[config.mk]
export PLATFORM = sky130hd
export DESIGN_NAME = phps_light
export DESIGN_NICKNAME = d
export VERILOG_FILES = /design/src/hdl/phps_pkg.sv /design/src/hdl/phps_light.sv
export VERILOG_INCLUDE_DIRS = /design/src /design/src/hdl
export SDC_FILE = /design/constraint.sdc
export NUM_CORES = 2
export LEC_CHECK = 0
export ABC_AREA = 1
export BUFFER_PORTS_ARGS = -buffer_cell sky130_fd_sc_hd__buf_2
export CORE_MARGIN = 5
export CORE_UTILIZATION = 40
export DETAILED_ROUTE_END_ITERATION = 6
export SYNTH_ARGS = -nofsm -noshare
export SYNTH_HDL_FRONTEND = slang
export SYNTH_SLANG_ARGS = --single-unit
[constraint.sdc]
create_clock -name clk -period 5.73 [get_ports clk]
set_input_delay 0.8595 -clock clk [delete_from_list [all_inputs] [get_ports clk]]
set_output_delay 0.8595 -clock clk [all_outputs]
set_load 0.005 [all_outputs]
[src/hdl/phong_pixel_shader_assert.svh]
// Assertion macros shared by the Phong pixel shader datapath modules.
// Depends on nothing; included by the modules that carry assertions.
`ifndef PHONG_PIXEL_SHADER_ASSERT_SVH
`define PHONG_PIXEL_SHADER_ASSERT_SVH

// The condition must hold in the same cycle as the trigger.
`define PHPS_ASSERT_IMPLY(label, clk, rst_n, pre, post) \
    label: assert property (@(posedge clk) disable iff (!rst_n) (pre) |-> (post)) \
        else $error("phong_pixel_shader: same-cycle check failed");

// The condition must hold in the cycle after the trigger.
`define PHPS_ASSERT_NEXT(label, clk, rst_n, pre, post) \
    label: assert property (@(posedge clk) disable iff (!rst_n) (pre) |=> (post)) \
        else $error("phong_pixel_shader: next-cycle check failed");

`endif

[src/hdl/phps_pkg.sv]
// Shared types, register map and width helpers of the Phong pixel shader.
// Depends on nothing; used by every module of the block.
`timescale 1ns / 1ps
`default_nettype none

package phps_pkg;

    // One ray hit: view direction, surface normal and base color.
    typedef struct packed {
        logic signed [15:0] view_x;
        logic signed [15:0] view_y;
        logic signed [15:0] view_z;
        logic signed [15:0] normal_x;
        logic signed [15:0] normal_y;
        logic signed [15:0] normal_z;
        logic [7:0]         base_red;
        logic [7:0]         base_green;
        logic [7:0]         base_blue;
    } hit_t;

    // One shaded pixel.
    typedef struct packed {
        logic [7:0] shade_red;
        logic [7:0] shade_green;
        logic [7:0] shade_blue;
    } shade_t;

    // Configuration registers as seen by the datapath.
    typedef struct packed {
        logic [7:0] ambient_level;
        logic [8:0] diffuse_gain;
        logic [8:0] specular_gain;
    } cfg_t;

    localparam int ADDR_W = 4;
    localparam int DATA_W = 32;

    // Register indexes (byte address bits 3:2).
    localparam logic [1:0] REG_AMBIENT  = 2'd0;
    localparam logic [1:0] REG_DIFFUSE  = 2'd1;
    localparam logic [1:0] REG_SPECULAR = 2'd2;

    localparam logic [7:0] AMBIENT_RST  = 8'd26;
    localparam logic [8:0] DIFFUSE_RST  = 9'd128;
    localparam logic [8:0] SPECULAR_RST = 9'd128;

    // Width of the floored dot product d for a given number of fraction bits.
    function automatic int d_width(int frac);
        return 33 - frac;
    endfunction

    // Width of the signed brightness ambient * 2^F - d * diffuse_gain.
    function automatic int bright_width(int frac);
        int dw;
        dw = 33 - frac;
        return ((frac + 9 > dw + 10) ? frac + 9 : dw + 10) + 1;
    endfunction

endpackage

`default_nettype wire

[src/hdl/phps_light.sv]
// Lighting back end of the shader: fourth power of the cosine, channel
// mix, rounding and saturation, five register stages. Depends on phps_pkg.
`timescale 1ns / 1ps
`default_nettype none
`include "phong_pixel_shader_assert.svh"

module phps_light #(
    parameter int VEC_FRAC_BITS = 14
) (
    input  wire logic              clk,
    input  wire logic              rst_n,
    input  wire logic              in_valid,
    input  wire logic [VEC_FRAC_BITS:0] cosine,
    input  wire logic signed [phps_pkg::bright_width(VEC_FRAC_BITS)-1:0] bright,
    input  wire logic [2:0][7:0]   base,
    input  wire phps_pkg::cfg_t    cfg,
    output logic                   done,
    output phps_pkg::shade_t       shade
);

    localparam int F   = VEC_FRAC_BITS;
    localparam int BW  = phps_pkg::bright_width(F);
    localparam int BBW = BW + 9;
    localparam int NW  = ((BBW > F + 19) ? BBW : F + 19) + 2;
    localparam logic [F:0]             S_ONE    = (F + 1)'(1) << F;
    localparam logic signed [NW-1:0]   RND      = NW'(1) << (F + 7);
    localparam logic signed [NW-1:0]   CHAN_MAX = NW'(255);

    logic [4:0] valid_reg;

    // Stage 1: cosine squared.
    logic [2*F+1:0]       sq1;
    logic [F:0]           s2_next;
    logic [F:0]           s2_reg;
    logic signed [BW-1:0] bright1_reg;
    logic [2:0][7:0]      base1_reg;
    // Stage 2: cosine to the fourth.
    logic [2*F+1:0]       sq2;
    logic [F:0]           spec_next;
    logic [F:0]           spec_reg;
    logic signed [BW-1:0] bright2_reg;
    logic [2:0][7:0]      base2_reg;
    // Stage 3: weighted highlight and base times brightness.
    logic [F+9:0]          sg3_next;
    logic [F+9:0]          sg3_reg;
    logic signed [BBW-1:0] bb3_next [3];
    logic signed [BBW-1:0] bb3_reg  [3];
    // Stage 4: channel numerators with rounding offset.
    logic [F+17:0]         sg255;
    logic signed [NW-1:0]  num4_next [3];
    logic signed [NW-1:0]  num4_reg  [3];
    // Stage 5: saturated channels.
    logic signed [NW-1:0]  q5       [3];
    logic [7:0]            chan5_next [3];
    logic [7:0]            chan5_reg  [3];

    // Valid bits travel alongside the data.
    always_ff @(posedge clk or negedge rst_n)
    begin
        if (!rst_n)
        begin
            valid_reg <= '0;
        end
        else
        begin
            valid_reg <= {valid_reg[3:0], in_valid};
        end
    end

    // Squaring steps; values never exceed 1.0, so F+1 bits suffice.
    always_comb
    begin
        sq1       = cosine * cosine;
        s2_next   = sq1[2*F:F];
        sq2       = s2_reg * s2_reg;
        spec_next = sq2[2*F:F];
    end

    // Stage 3 and 4 combinational: products and the channel sums.
    always_comb
    begin
        sg3_next = spec_reg * cfg.specular_gain;
        sg255    = {sg3_reg, 8'd0} - {8'd0, sg3_reg};
        for (int i = 0; i < 3; i++)
        begin
            bb3_next[i]  = bright2_reg * $signed({1'b0, base2_reg[i]});
            num4_next[i] = NW'(bb3_reg[i]) + NW'($signed({1'b0, sg255})) + RND;
        end
    end

    // Stage 5 combinational: floor shift and saturate to 0..255.
    always_comb
    begin
        for (int i = 0; i < 3; i++)
        begin
            q5[i] = num4_reg[i] >>> (F + 8);
            if (q5[i] < 0)
            begin
                chan5_next[i] = 8'd0;
            end
            else if (q5[i] > CHAN_MAX)
            begin
                chan5_next[i] = 8'd255;
            end
            else
            begin
                chan5_next[i] = q5[i][7:0];
            end
        end
    end

    // Datapath registers; no reset on payload.
    always_ff @(posedge clk)
    begin
        s2_reg      <= s2_next;
        bright1_reg <= bright;
        base1_reg   <= base;
        spec_reg    <= spec_next;
        bright2_reg <= bright1_reg;
        base2_reg   <= base1_reg;
        sg3_reg     <= sg3_next;
        for (int i = 0; i < 3; i++)
        begin
            bb3_reg[i]   <= bb3_next[i];
            num4_reg[i]  <= num4_next[i];
            chan5_reg[i] <= chan5_next[i];
        end
    end

    assign done              = valid_reg[4];
    assign shade.shade_red   = chan5_reg[0];
    assign shade.shade_green = chan5_reg[1];
    assign shade.shade_blue  = chan5_reg[2];

    // Squares of a cosine in 0..1.0 stay within 0..1.0.
    `PHPS_ASSERT_IMPLY(a_square_range, clk, rst_n, valid_reg[0], s2_reg <= S_ONE)
    `PHPS_ASSERT_IMPLY(a_spec_range, clk, rst_n, valid_reg[1], spec_reg <= S_ONE)
    // Every strobed result came down the valid chain from the back end's first stage.
    `PHPS_ASSERT_IMPLY(a_back_latency, clk, rst_n, valid_reg[4], $past(valid_reg[0], 4))

endmodule

`default_nettype wire

==> flow_summary.json <==
{
  "outcome": "finished, final reports clean",
  "synth_compound_area_share_pct": 6.74,
  "nNetsFinal": 10042,
  "dp.cells": 10335,
  "rsz0062_at_grt": "false",
  "fin_crit_sh_pct": 93.8,
  "root_buffer": "clkbuf_16",
  "clock_sinks": 365,
  "antenna_found_initial": 3,
  "numCtsBuffers": 44,
  "largest_reg_flops": 117,
  "avgSynthCellArea_um2": 7.33,
  "synth_nets": 9931,
  "synthAdderAreaFrac_pct": 44.0,
  "globalRouteOverflowTotal": 0,
  "coreArea_mm2": 0.150,
  "yosysSeqAreaShare_pct": 12.1,
  "synth.area.mux_share_pct": 0,
  "wl_um": 167000,
  "hold_path.class": "reg -> reg",
  "clk_pin_slew_worst_paths_ns": 0.08,
  "synth_top_family_by_area": "adder cells",
  "cpMaxStageDelayCell": "fa_1",
  "synth_common_cells": "2222 x inv_1, 2126 x nand2_1, 921 x fa_1",
  "gp_congestion": 0.949,
  "row_count": 142,
  "routedWlPerCell_um": 16.0,
  "crit_type": "reg -> reg",
  "worstMarginPinSlew_ns": 1.06,
  "drt_iter0_drc": 2746,
  "cp_common_cell": "inv_1",
  "drt-vias-per-instance": 4.83,
  "tritoncts": "yes",
  "grt_max_degree": 31,
  "ys_seq_elements": 365,
  "drc": 0,
  "synth_warnings": 0,
  "fin_skew_ns": 0.0629,
  "min_period_ns": 5.37,
  "area_delta_synth_final_pct": 8.18,
  "crit_required_ns": 6.28,
  "synth_xor_area_share_pct": 2.33,
  "place_ws_ns": -0.0652,
  "final_cells": 10415,
  "synthSimpleGateAreaFrac_pct": 19.8,
  "worstSetupStartpointType": "flip-flop",
  "grt_pass1_vias": 53623,
  "io_buffers": 105,
  "clk_latency_ns": 0.67,
  "dr.pass1.iters": 6,
  "start_util_pct": 40.3,
  "antennaDiodeCount": 0,
  "final_util_pct": 43.6,
  "fmax_mhz": 186,
  "synth.area.top_cells": "fa_1 30%, inv_1 14%, ha_1 14%",
  "vias": 50290,
  "place.detailed.hpwl_um": 141000,
  "setup_viol": 0,
  "cp_max_fo": 14,
  "synth_cells": 8255,
  "dieArea_mm2": 0.159,
  "maxSlewHeadroom_pct": 29.3,
  "synthDistinctLibCells": 49,
  "end_kind": "flip-flop",
  "ios": 123,
  "postCtsSetupRepairBufs": 0,
  "cts_max_path_buffers": 3,
  "ant_nets": 0,
  "synth-main-ff-cell": "dfxtp_1",
  "htreeDepth": 2,
  "async_flop_share_pct": 1.37,
  "yosysTopAreaCell": "fa_1",
  "syn_area_mm2": 0.0605,
  "layout_setup_ws_ns": 0.357,
  "cap_violations": 0,
  "die_x_um": 399,
  "cpPeakStageDelay_ns": 0.54,
  "yosysMostFrequentCell": "inv_1",
  "final.setup.tns_ns": 0,
  "drv_slew": 0,
  "yosys.area.top_type_share_pct": 30.5,
  "grt_pass1_wl_um": 275000,
  "grt_use_total_pct": 21.4,
  "synth_edf_count": 0,
  "report.final.hold_viol_count": 0,
  "die_h_um": 399,
  "layout-drive-gt1-share_pct": 4.76,
  "path_cells": "nand2_1 > inv_1 > fa_1 > inv_1 > fa_1 > inv_1 > fa_1 > inv_1 > fa_1 > inv_1 > fa_1 > inv_1 > fa_1 > inv_1 > ha_1 > nand2_1 > nor4_1 > nand2_1 > nand2_1 > xor2_1",
  "crit_arrival_ns": 5.92
}
-- what timing repair did --
action	CTS	global route
hold buffers	1	0
endpoints found under the hold margin	5	0
gates resized for setup	0	10
setup endpoints to repair	0	12
-- cell type report --
| cell class | instances | area [um2] |
|---|---|---|
| Inverter | 2222 | 8340 |
| Clock inverter | 25 | 273 |
| Multi-Input combinational cell | 5478 | 44200 |
| Tap cell | 2016 | 2520 |
| Clock buffer | 54 | 1170 |
| Sequential cell | 365 | 7340 |
| Timing Repair Buffer | 255 | 1690 |
| Fill cell | 15565 | 84600 |
-- placed cells by master (no fill, tap or decap), types with 6 or more instances in the layout --
cell,instances
inv_1,2222
nand2_1,2126
fa_1,921
ha_1,657
nor2_1,496
a21oi_1,358
dfxtp_1,350
nand3_1,211
o21ai_0,209
buf_4,146
buf_2,105
xor2_1,103
nor3_1,62
xnor2_1,57
nand4_1,47
clkbuf_16,44
o21bai_1,37
o21a_1,27
a21o_1,20
o21ai_1,17
o21ai_2,15
nand3b_1,14
a21boi_0,11
nor4_1,11
nor2_2,10
dfxtp_2,10
a31oi_1,9
clkbuf_1,7
clkinv_2,7
nor3_2,6
nand3_2,6
-- kinds of logic (layout without fill, tap and decap cells) --
family          Yosys count  count (layout)
simple gates           3007            3007
compound gates          732             732
flops                   365             365
fa+ha+maj              1578            1578
buf+inv                2412            2556
xor+xnor                161             161
-- final timing paths --
kind / startpoint / end / slack, ns / cells after the start
setup / recovery: s2_reg[8] / spec_reg[4] / 0.36 / 20
hold / removal: bright1_reg[20] / bright2_reg[20] / 0.27 / 0
setup reg to reg: s2_reg[8] / spec_reg[4] / 0.36 / 20
hold reg to reg: bright1_reg[20] / bright2_reg[20] / 0.27 / 0
max in group asynchronous: rst_n / valid_reg[1] / 5.06 / 2
min in group asynchronous: rst_n / valid_reg[2] / 0.54 / 2
-- critical path: cells and delay by family, from the launching register on --
| kind | cells | cell delay, ns |
|---|---|---|
| buf+inv | 7 | 0.38 |
| fa+ha+maj | 7 | 3.36 |
| simple gates | 5 | 0.78 |
| flops | 1 | 0.43 |
| xor+xnor | 1 | 0.33 |
-- per-stage QoR --
stage,hold WS [ns],area (um2)
2_1_floorplan,0.310,60500
3_3_place_gp,0.311,64000
3_5_place_dp,0.312,64000
4_1_cts,0.253,65500
5_1_grt,0.270,65500
6_report,0.273,65500
-- layer usage --
metal,track usage [%],wire (um)
met5,0,0
met4,5.52,4470
met3,2.34,7320
met2,38.3,81500
met1,27.5,73300
Power is left out: the tool's default activity adds up to more than one toggle a clock period on the data nets, which glitch-free logic cannot reach.
