--- src/hdl/phong_pixel_shader_assert.svh ---
// Assertion macros shared by the Phong pixel shader datapath modules.
// Depends on nothing; included by the modules that carry assertions.
`ifndef PHONG_PIXEL_SHADER_ASSERT_SVH
`define PHONG_PIXEL_SHADER_ASSERT_SVH

// The condition must hold in the same cycle as the trigger.
`define PHPS_ASSERT_IMPLY(label, clk, rst_n, pre, post) \
    label: assert property (@(posedge clk) disable iff (!rst_n) (pre) |-> (post)) \
        else $error("phong_pixel_shader: same-cycle check failed");

// The condition must hold in the cycle after the trigger.
`define PHPS_ASSERT_NEXT(label, clk, rst_n, pre, post) \
    label: assert property (@(posedge clk) disable iff (!rst_n) (pre) |=> (post)) \
        else $error("phong_pixel_shader: next-cycle check failed");

`endif

--- src/hdl/phps_pkg.sv ---
// Shared types, register map and width helpers of the Phong pixel shader.
// Depends on nothing; used by every module of the block.
`timescale 1ns / 1ps
`default_nettype none

package phps_pkg;

    // One ray hit: view direction, surface normal and base color.
    typedef struct packed {
        logic signed [15:0] view_x;
        logic signed [15:0] view_y;
        logic signed [15:0] view_z;
        logic signed [15:0] normal_x;
        logic signed [15:0] normal_y;
        logic signed [15:0] normal_z;
        logic [7:0]         base_red;
        logic [7:0]         base_green;
        logic [7:0]         base_blue;
    } hit_t;

    // One shaded pixel.
    typedef struct packed {
        logic [7:0] shade_red;
        logic [7:0] shade_green;
        logic [7:0] shade_blue;
    } shade_t;

    // Configuration registers as seen by the datapath.
    typedef struct packed {
        logic [7:0] ambient_level;
        logic [8:0] diffuse_gain;
        logic [8:0] specular_gain;
    } cfg_t;

    localparam int ADDR_W = 4;
    localparam int DATA_W = 32;

    // Register indexes (byte address bits 3:2).
    localparam logic [1:0] REG_AMBIENT  = 2'd0;
    localparam logic [1:0] REG_DIFFUSE  = 2'd1;
    localparam logic [1:0] REG_SPECULAR = 2'd2;

    localparam logic [7:0] AMBIENT_RST  = 8'd26;
    localparam logic [8:0] DIFFUSE_RST  = 9'd128;
    localparam logic [8:0] SPECULAR_RST = 9'd128;

    // Width of the floored dot product d for a given number of fraction bits.
    function automatic int d_width(int frac);
        return 33 - frac;
    endfunction

    // Width of the signed brightness ambient * 2^F - d * diffuse_gain.
    function automatic int bright_width(int frac);
        int dw;
        dw = 33 - frac;
        return ((frac + 9 > dw + 10) ? frac + 9 : dw + 10) + 1;
    endfunction

endpackage

`default_nettype wire

--- src/hdl/phps_regs.sv ---
// APB configuration registers of the Phong pixel shader.
// Depends on phps_pkg for the register map and reset values.
`timescale 1ns / 1ps
`default_nettype none

module phps_regs (
    input  wire logic                        clk,
    input  wire logic                        rst_n,
    input  wire logic                        psel,
    input  wire logic                        penable,
    input  wire logic                        pwrite,
    input  wire logic [phps_pkg::ADDR_W-1:0] paddr,
    input  wire logic [phps_pkg::DATA_W-1:0] pwdata,
    output logic      [phps_pkg::DATA_W-1:0] prdata,
    output logic                             pready,
    output phps_pkg::cfg_t                   cfg
);

    logic [7:0] ambient_level_reg;
    logic [8:0] diffuse_gain_reg;
    logic [8:0] specular_gain_reg;
    logic       wr_en;

    // A write transfer completes in the access phase; pready is always high.
    assign pready = 1'b1;
    assign wr_en  = psel & penable & pwrite & pready;

    // Register file; writes to unmapped addresses are dropped.
    always_ff @(posedge clk or negedge rst_n)
    begin
        if (!rst_n)
        begin
            ambient_level_reg <= phps_pkg::AMBIENT_RST;
            diffuse_gain_reg  <= phps_pkg::DIFFUSE_RST;
            specular_gain_reg <= phps_pkg::SPECULAR_RST;
        end
        else if (wr_en)
        begin
            case (paddr[3:2])
                phps_pkg::REG_AMBIENT:  ambient_level_reg <= pwdata[7:0];
                phps_pkg::REG_DIFFUSE:  diffuse_gain_reg  <= pwdata[8:0];
                phps_pkg::REG_SPECULAR: specular_gain_reg <= pwdata[8:0];
                default:                ;
            endcase
        end
    end

    // Read data mux.
    always_comb
    begin
        case (paddr[3:2])
            phps_pkg::REG_AMBIENT:  prdata = {24'd0, ambient_level_reg};
            phps_pkg::REG_DIFFUSE:  prdata = {23'd0, diffuse_gain_reg};
            phps_pkg::REG_SPECULAR: prdata = {23'd0, specular_gain_reg};
            default:                prdata = '0;
        endcase
    end

    assign cfg.ambient_level = ambient_level_reg;
    assign cfg.diffuse_gain  = diffuse_gain_reg;
    assign cfg.specular_gain = specular_gain_reg;

endmodule

`default_nettype wire

--- config.mk ---
export PLATFORM = sky130hd
export DESIGN_NAME = phps_regs
export DESIGN_NICKNAME = d
export VERILOG_FILES = /design/src/hdl/phong_pixel_shader_assert.svh /design/src/hdl/phps_pkg.sv /design/src/hdl/phps_regs.sv
export SDC_FILE = /design/constraint.sdc
export NUM_CORES = 1
export LEC_CHECK = 0
export ABC_AREA = 1
export BUFFER_PORTS_ARGS = -buffer_cell sky130_fd_sc_hd__buf_2
export CORE_UTILIZATION = 35
export CTS_BUF_LIST = sky130_fd_sc_hd__clkbuf_8
export DETAILED_ROUTE_END_ITERATION = 6
export PLACE_DENSITY_LB_ADDON = 0.3
export SETUP_SLACK_MARGIN = 0.1
export SLEW_MARGIN = 40
export SYNTH_ARGS = -nofsm -noshare
export SYNTH_HDL_FRONTEND = slang
export SYNTH_SLANG_ARGS = --single-unit
--- constraint.sdc ---
create_clock -name clk -period 2.1 [get_ports clk]
set_input_delay 0.42 -clock clk [delete_from_list [all_inputs] [get_ports clk]]
set_output_delay 0.42 -clock clk [all_outputs]
set_load 0.03 [all_outputs]
==> results_dict.tcl, run 1 <==
set metrics [dict create \
    synth_mux_area_frac 0 \
    gp_congestion 0.690 \
    final_common_cell "nand2_1" \
    die_h_um 65.8 \
    clock_skew_ps 0 \
    grt.total_usage 0.175 \
    drt_wl_total_um 3290 \
    synth_area_leaders "dfrtp_1 (37%), nand2_1 (28%), buf_4 (13%)" \
    yosysTopAreaCell "dfrtp_1" \
    cts_buffer_depth 2 \
    reg2reg_from "ambient_level_reg[3]" \
    dr.pass1.iters 4 \
    rsz0062_at_grt "no" \
    setup_viol 0 \
    remaining_drc_errors 0 \
    drive_above_1_share 0.321 \
    synth_top_family_by_area "simple AND/OR/NAND/NOR gates" \
    multi_input_area_sq_um 649 \
    clkSinkCount 26 \
    syn-mean-instance-area_sq_um 7.77 \
    core_area_sq_um 3770 \
    period_needed_ps 1700 \
    worst-r2r-setup-slack_ps 1380 \
    hp-class "in2async" \
    grt_antenna_before_repair 0 \
    max_slew_margin 0.607 \
    p_leak_nw 1.03 \
    grt_pass1_vias 1135 \
    cts_hold_buf 0 \
    synthAdderAreaFrac 0 \
    clock_latency_ps 270 \
    worst_pin_slew_ps 589 \
    fmax_ghz 0.588 \
    worstSetupStartpoint "paddr[3]" \
    synth_compound_area_frac 0 \
    vias 1201 \
    overflow 0 \
    cts.clk_slew.worst_paths_ps 90 \
    cts_tree "done" \
    synth-simple-area-share 0.393 \
    routedWlPerCell_um 11.5 \
    start_util 0.377 \
    status "completed" \
    grt_pass1_wl_um 5530 \
    core.rowCount 22 \
    maxSlewViolCount 0 \
    cts_max_level 1 \
    root_buffer "clkbuf_8" \
    ys_seq_area_frac 0.462 \
    peakVddDrop_mv 0.496 \
    crit_required_ps 1680 \
    drtIter0Drc 32 \
    syn_inst 183 \
    ys_warn_count 0 \
    post_drt_via_cell_ratio 4.21 \
    p_per_area_nw_per_um2 973 \
    end_kind "output pin" \
    final_cell_mix "nand2_1 (106), buf_2 (50), conb_1 (24), dfrtp_1 (21), nand3_1 (8)" \
    setup_tns_ps 0 \
    port_buffers 50 \
    ant_nets 0 \
    dieArea_sq_um 4320 \
    arrival_ps 1280 \
    cts_buffers 3 \
    utilization 0.452 \
    worstSetupPathType "in2out" \
    register_area_sq_um 657 \
    fin_crit_sh 0.810 \
    synth_top_area_share 0.369 \
    critPathLaunchType "primary input" \
    ios 100 \
    grt_max_degree 27 \
    synth.distinct_cells 13 \
    num_antenna_cells 0 \
    die_x_um 65.8 \
    ys_seq_elements 26 \
    maxCapViolations 0 \
    area_growth_pct 19.9 \
    final_hold_viol_count 0 \
    path_max_fanout 10 \
    fill_cells 405 \
    post_cts_resized 0 \
    synth_xor_area_frac 0 \
    syn_area_sq_um 1420 \
    post_cts_buffers 0 \
    hpwl_um 2340 \
    num-nets-final 279 \
]
==> path summary, 6_finish.rpt <==
| check | to | cells past startpoint |
|---|---|---|
| max in group asynchronous | diffuse_gain_reg[8] | 1 |
| worst max-delay path | prdata[2] | 7 |
| min in group clk | ambient_level_reg[1] | 3 |
| worst min-delay path | diffuse_gain_reg[4] | 1 |
| worst max register to register | ambient_level_reg[3] | 2 |
| worst min register to register | diffuse_gain_reg[7] | 2 |
==> power by group <==
| group | internal (mW) | switching, mW | total [mW] |
|---|---|---|---|
| logic | 0.160 | 0.479 | 0.639 |
| clock network | 0.167 | 0.158 | 0.326 |
| registers | 0.617 | 0.0768 | 0.694 |
==> critical path, cell delays in order <==
cell     delay (ps)
buf_2           120
inv_1            80
nand2_2          80
inv_2           210
nand2_1          80
nand3_1          90
buf_2           200
==> cell usage after synthesis <==
master / instances
conb_1: 2
dfrtp_1: 21
nand3_4: 1
inv_2: 3
nor2_4: 4
dfstp_2: 5
nand3_1: 8
inv_1: 2
nor2_2: 1
nand2_2: 3
buf_4: 24
nand2_1: 106
nand2_4: 3
==> area by class of cell <==
cell class                 instances  area share
multi-input combinational        150       0.381
tap                               48      0.0352
clock buffer                       4      0.0323
sequential                        26       0.385
inverter                           5      0.0110
timing repair buffer              52       0.156
==> kinds of logic after synthesis <==
kind of cell  Yosys count
simple gates          126
flops                  26
buf+inv                29
other cells             2
==> per-layer routing <==
| metal | track usage | up-vias | wire (um) |
|---|---|---|---|
| li1 | - | 619 | - |
| met1 | 0.245 | 534 | 1550 |
| met2 | 0.270 | 46 | 1510 |
| met3 | 0.0330 | 2 | 210 |
| met4 | 0.0543 | 0 | 15 |
| met5 | 0 | - | 0 |
==> through the flow <==
step	hold WS, ps	instance area [sq um]	setup slack, ps	total power, mW	instances
6_report	143	1710	399	1.66	285
3_5_place_dp	457	1650	393	1.35	281
3_3_place_gp	452	1650	393	1.34	281
5_1_grt	181	1710	315	1.76	285
4_1_cts	164	1710	388	1.67	285
2_1_floorplan	124	1510	656	1.18	205
Power figures use the tool's default switching activity.
==> run 2: changes to the inputs <==
==> constraint.sdc (replaced) <==
create_clock -name clk -period 1.7 [get_ports clk]
set_input_delay 0.34 -clock clk [delete_from_list [all_inputs] [get_ports clk]]
set_output_delay 0.34 -clock clk [all_outputs]
set_load 0.03 [all_outputs]
==> run 2 against run 1 <==
  * Clock-buffer cell count fell by 1
  * Non-clock buffer count did not move
  * Clock skew unchanged
  * Cell area fell by 0.29%
  * Global-route usage down 0.22 points
  * Sequential share of layout area rose by 0.11 points
  * Worst hold slack worse by 76 ps
==> results_dict.tcl, run 2 (synthesized netlist as in run 1, its figures left out) <==
set metrics [dict create \
    status "completed" \
    cts.clk_slew.worst_paths_ps 80 \
    setup_viol 0 \
    dieArea_sq_um 4320 \
    gp_congestion 0.745 \
    multi_input_area_sq_um 649 \
    register_area_sq_um 657 \
    cts_tree "done" \
    period_needed_ps 1510 \
    num_antenna_cells 0 \
    root_buffer "clkbuf_8" \
    timing.final.ws_setup_ps 194 \
    fin_crit_sh 0.886 \
    maxSlewViolCount 0 \
    regToRegEndpoint "ambient_level_reg[3]" \
    dp_slack_ps 154 \
    routedWlPerCell_um 11.6 \
    crit_end "prdata[3]" \
    drt_wl_total_um 3290 \
    pwr-share-seq 0.430 \
    final_cell_mix "nand2_1 (106), buf_2 (50), conb_1 (24), dfrtp_1 (21), nand3_1 (8)" \
    ios 100 \
    arrival_ps 1170 \
    grt_pass1_wl_um 5540 \
    end_kind "output pin" \
    hp-class "in2async" \
    num-nets-final 279 \
    drive_above_1_share 0.316 \
    crit_required_ps 1360 \
    worstSetupStartpoint "paddr[3]" \
    cts_max_level 1 \
    drtIter0Drc 42 \
    start_util 0.377 \
    dp_cells 281 \
    post_cts_buffers 0 \
    cts_buffer_depth 2 \
    clock_skew_ps 0 \
    grt.total_usage 0.173 \
    core.rowCount 22 \
    remaining_drc_errors 0 \
    post_cts_resized 0 \
    cp_top_family "buffers and inverters" \
    worst-r2r-setup-slack_ps 990 \
    area_growth_pct 19.5 \
    final_hold_viol_count 0 \
    p_sw_frac 0.438 \
    path_max_fanout 4 \
    core_area_sq_um 3770 \
    overflow 0 \
    port_buffers 50 \
    p_per_area_nw_per_um2 1170 \
    cp_num_buf_inv 3 \
    setup_tns_ps 0 \
    fill_cells 407 \
    critPathLaunchType "primary input" \
    clockPowerShare 0.174 \
    finalNonFillerCells 285 \
    grt_antenna_before_repair 0 \
    grt_pass1_vias 1206 \
    fmax_ghz 0.664 \
    cp_slowest_cell "buf_2" \
    crit_top_cell "buf_2" \
    combPwrFrac 0.396 \
    peakVddDrop_mv 0.579 \
    path_cells "buf_2 > nor2_2 > buf_4 > nand2_1 > nand3_1 > buf_2" \
    clkSinkCount 26 \
    grt_max_degree 27 \
    worst_pin_slew_ps 585 \
    worstSetupPathType "in2out" \
    ant_nets 0 \
    maxCapViolations 0 \
    cts_buffers 3 \
    hpwl_um 2390 \
    p_int_mw 1.12 \
    power_switching_uw 875 \
    clock_latency_ps 270 \
    final_common_cell "nand2_1" \
    die_x_um 65.8 \
    p_leak_nw 1.03 \
    reg2reg_from "ambient_level_reg[3]" \
    reg2regPathDepth 2 \
    die_h_um 65.8 \
    rsz0062_at_grt "no" \
    slowest_delay_ps 200 \
    cts_hold_buf 0 \
    post_drt_via_cell_ratio 4.24 \
    dr.pass1.iters 4 \
    vias 1209 \
    worstSetupPathDepth 6 \
    max_slew_margin 0.610 \
]
-- run 2: cell count changes in the layout (fill, tap and decap cells not counted), sizes merged --
| cell | change |
|---|---|
| inv | +1 |
| clkbuf | -1 |
-- run 2: area by class of cell --
cell class / instances / share of cell area
inverter: 5 / 0.0140
sequential: 26 / 0.386
clock buffer: 3 / 0.0243
timing repair buffer: 52 / 0.156
clock inverter: 1 / 0.00221
multi-input combinational: 150 / 0.382
tap: 48 / 0.0353
-- run 2: worst min path at each step --
stage,start,to,slack (ps)
floorplan,rst_n,ambient_level_reg[0],40
global placement,rst_n,specular_gain_reg[4],370
detailed placement,rst_n,diffuse_gain_reg[4],380
CTS,rst_n,specular_gain_reg[2],80
global route,rst_n,specular_gain_reg[1],100
finish,rst_n,diffuse_gain_reg[4],70
-- run 2: routing by layer --
layer  track usage  part of all wire
met1         0.247              0.50
met4        0.0625            0.0046
met3        0.0156             0.035
met2         0.269              0.46
met5             0                 0
-- run 2: per-stage QoR --
step / power (mW) / instance area [sq um] / utilization / hold WS, ps
2_1_floorplan: 1.46 / 1510 / - / 44.4
3_3_place_gp: 1.66 / 1650 / 0.438 / 373
3_5_place_dp: 1.67 / 1650 / 0.438 / 377
4_1_cts: 2.02 / 1700 / 0.450 / 81.8
5_1_grt: 2.13 / 1700 / 0.451 / 102
6_report: 2.00 / 1700 / 0.451 / 67.0
-- run 2: power groups by stage --
stage	clock (mW)	sequential (mW)	combinational, mW
2_1_floorplan	0	1.12	0.342
3_3_place_gp	0	0.868	0.788
3_5_place_dp	0	0.869	0.797
4_1_cts	0.365	0.859	0.797
5_1_grt	0.388	0.882	0.863
6_report	0.347	0.858	0.792
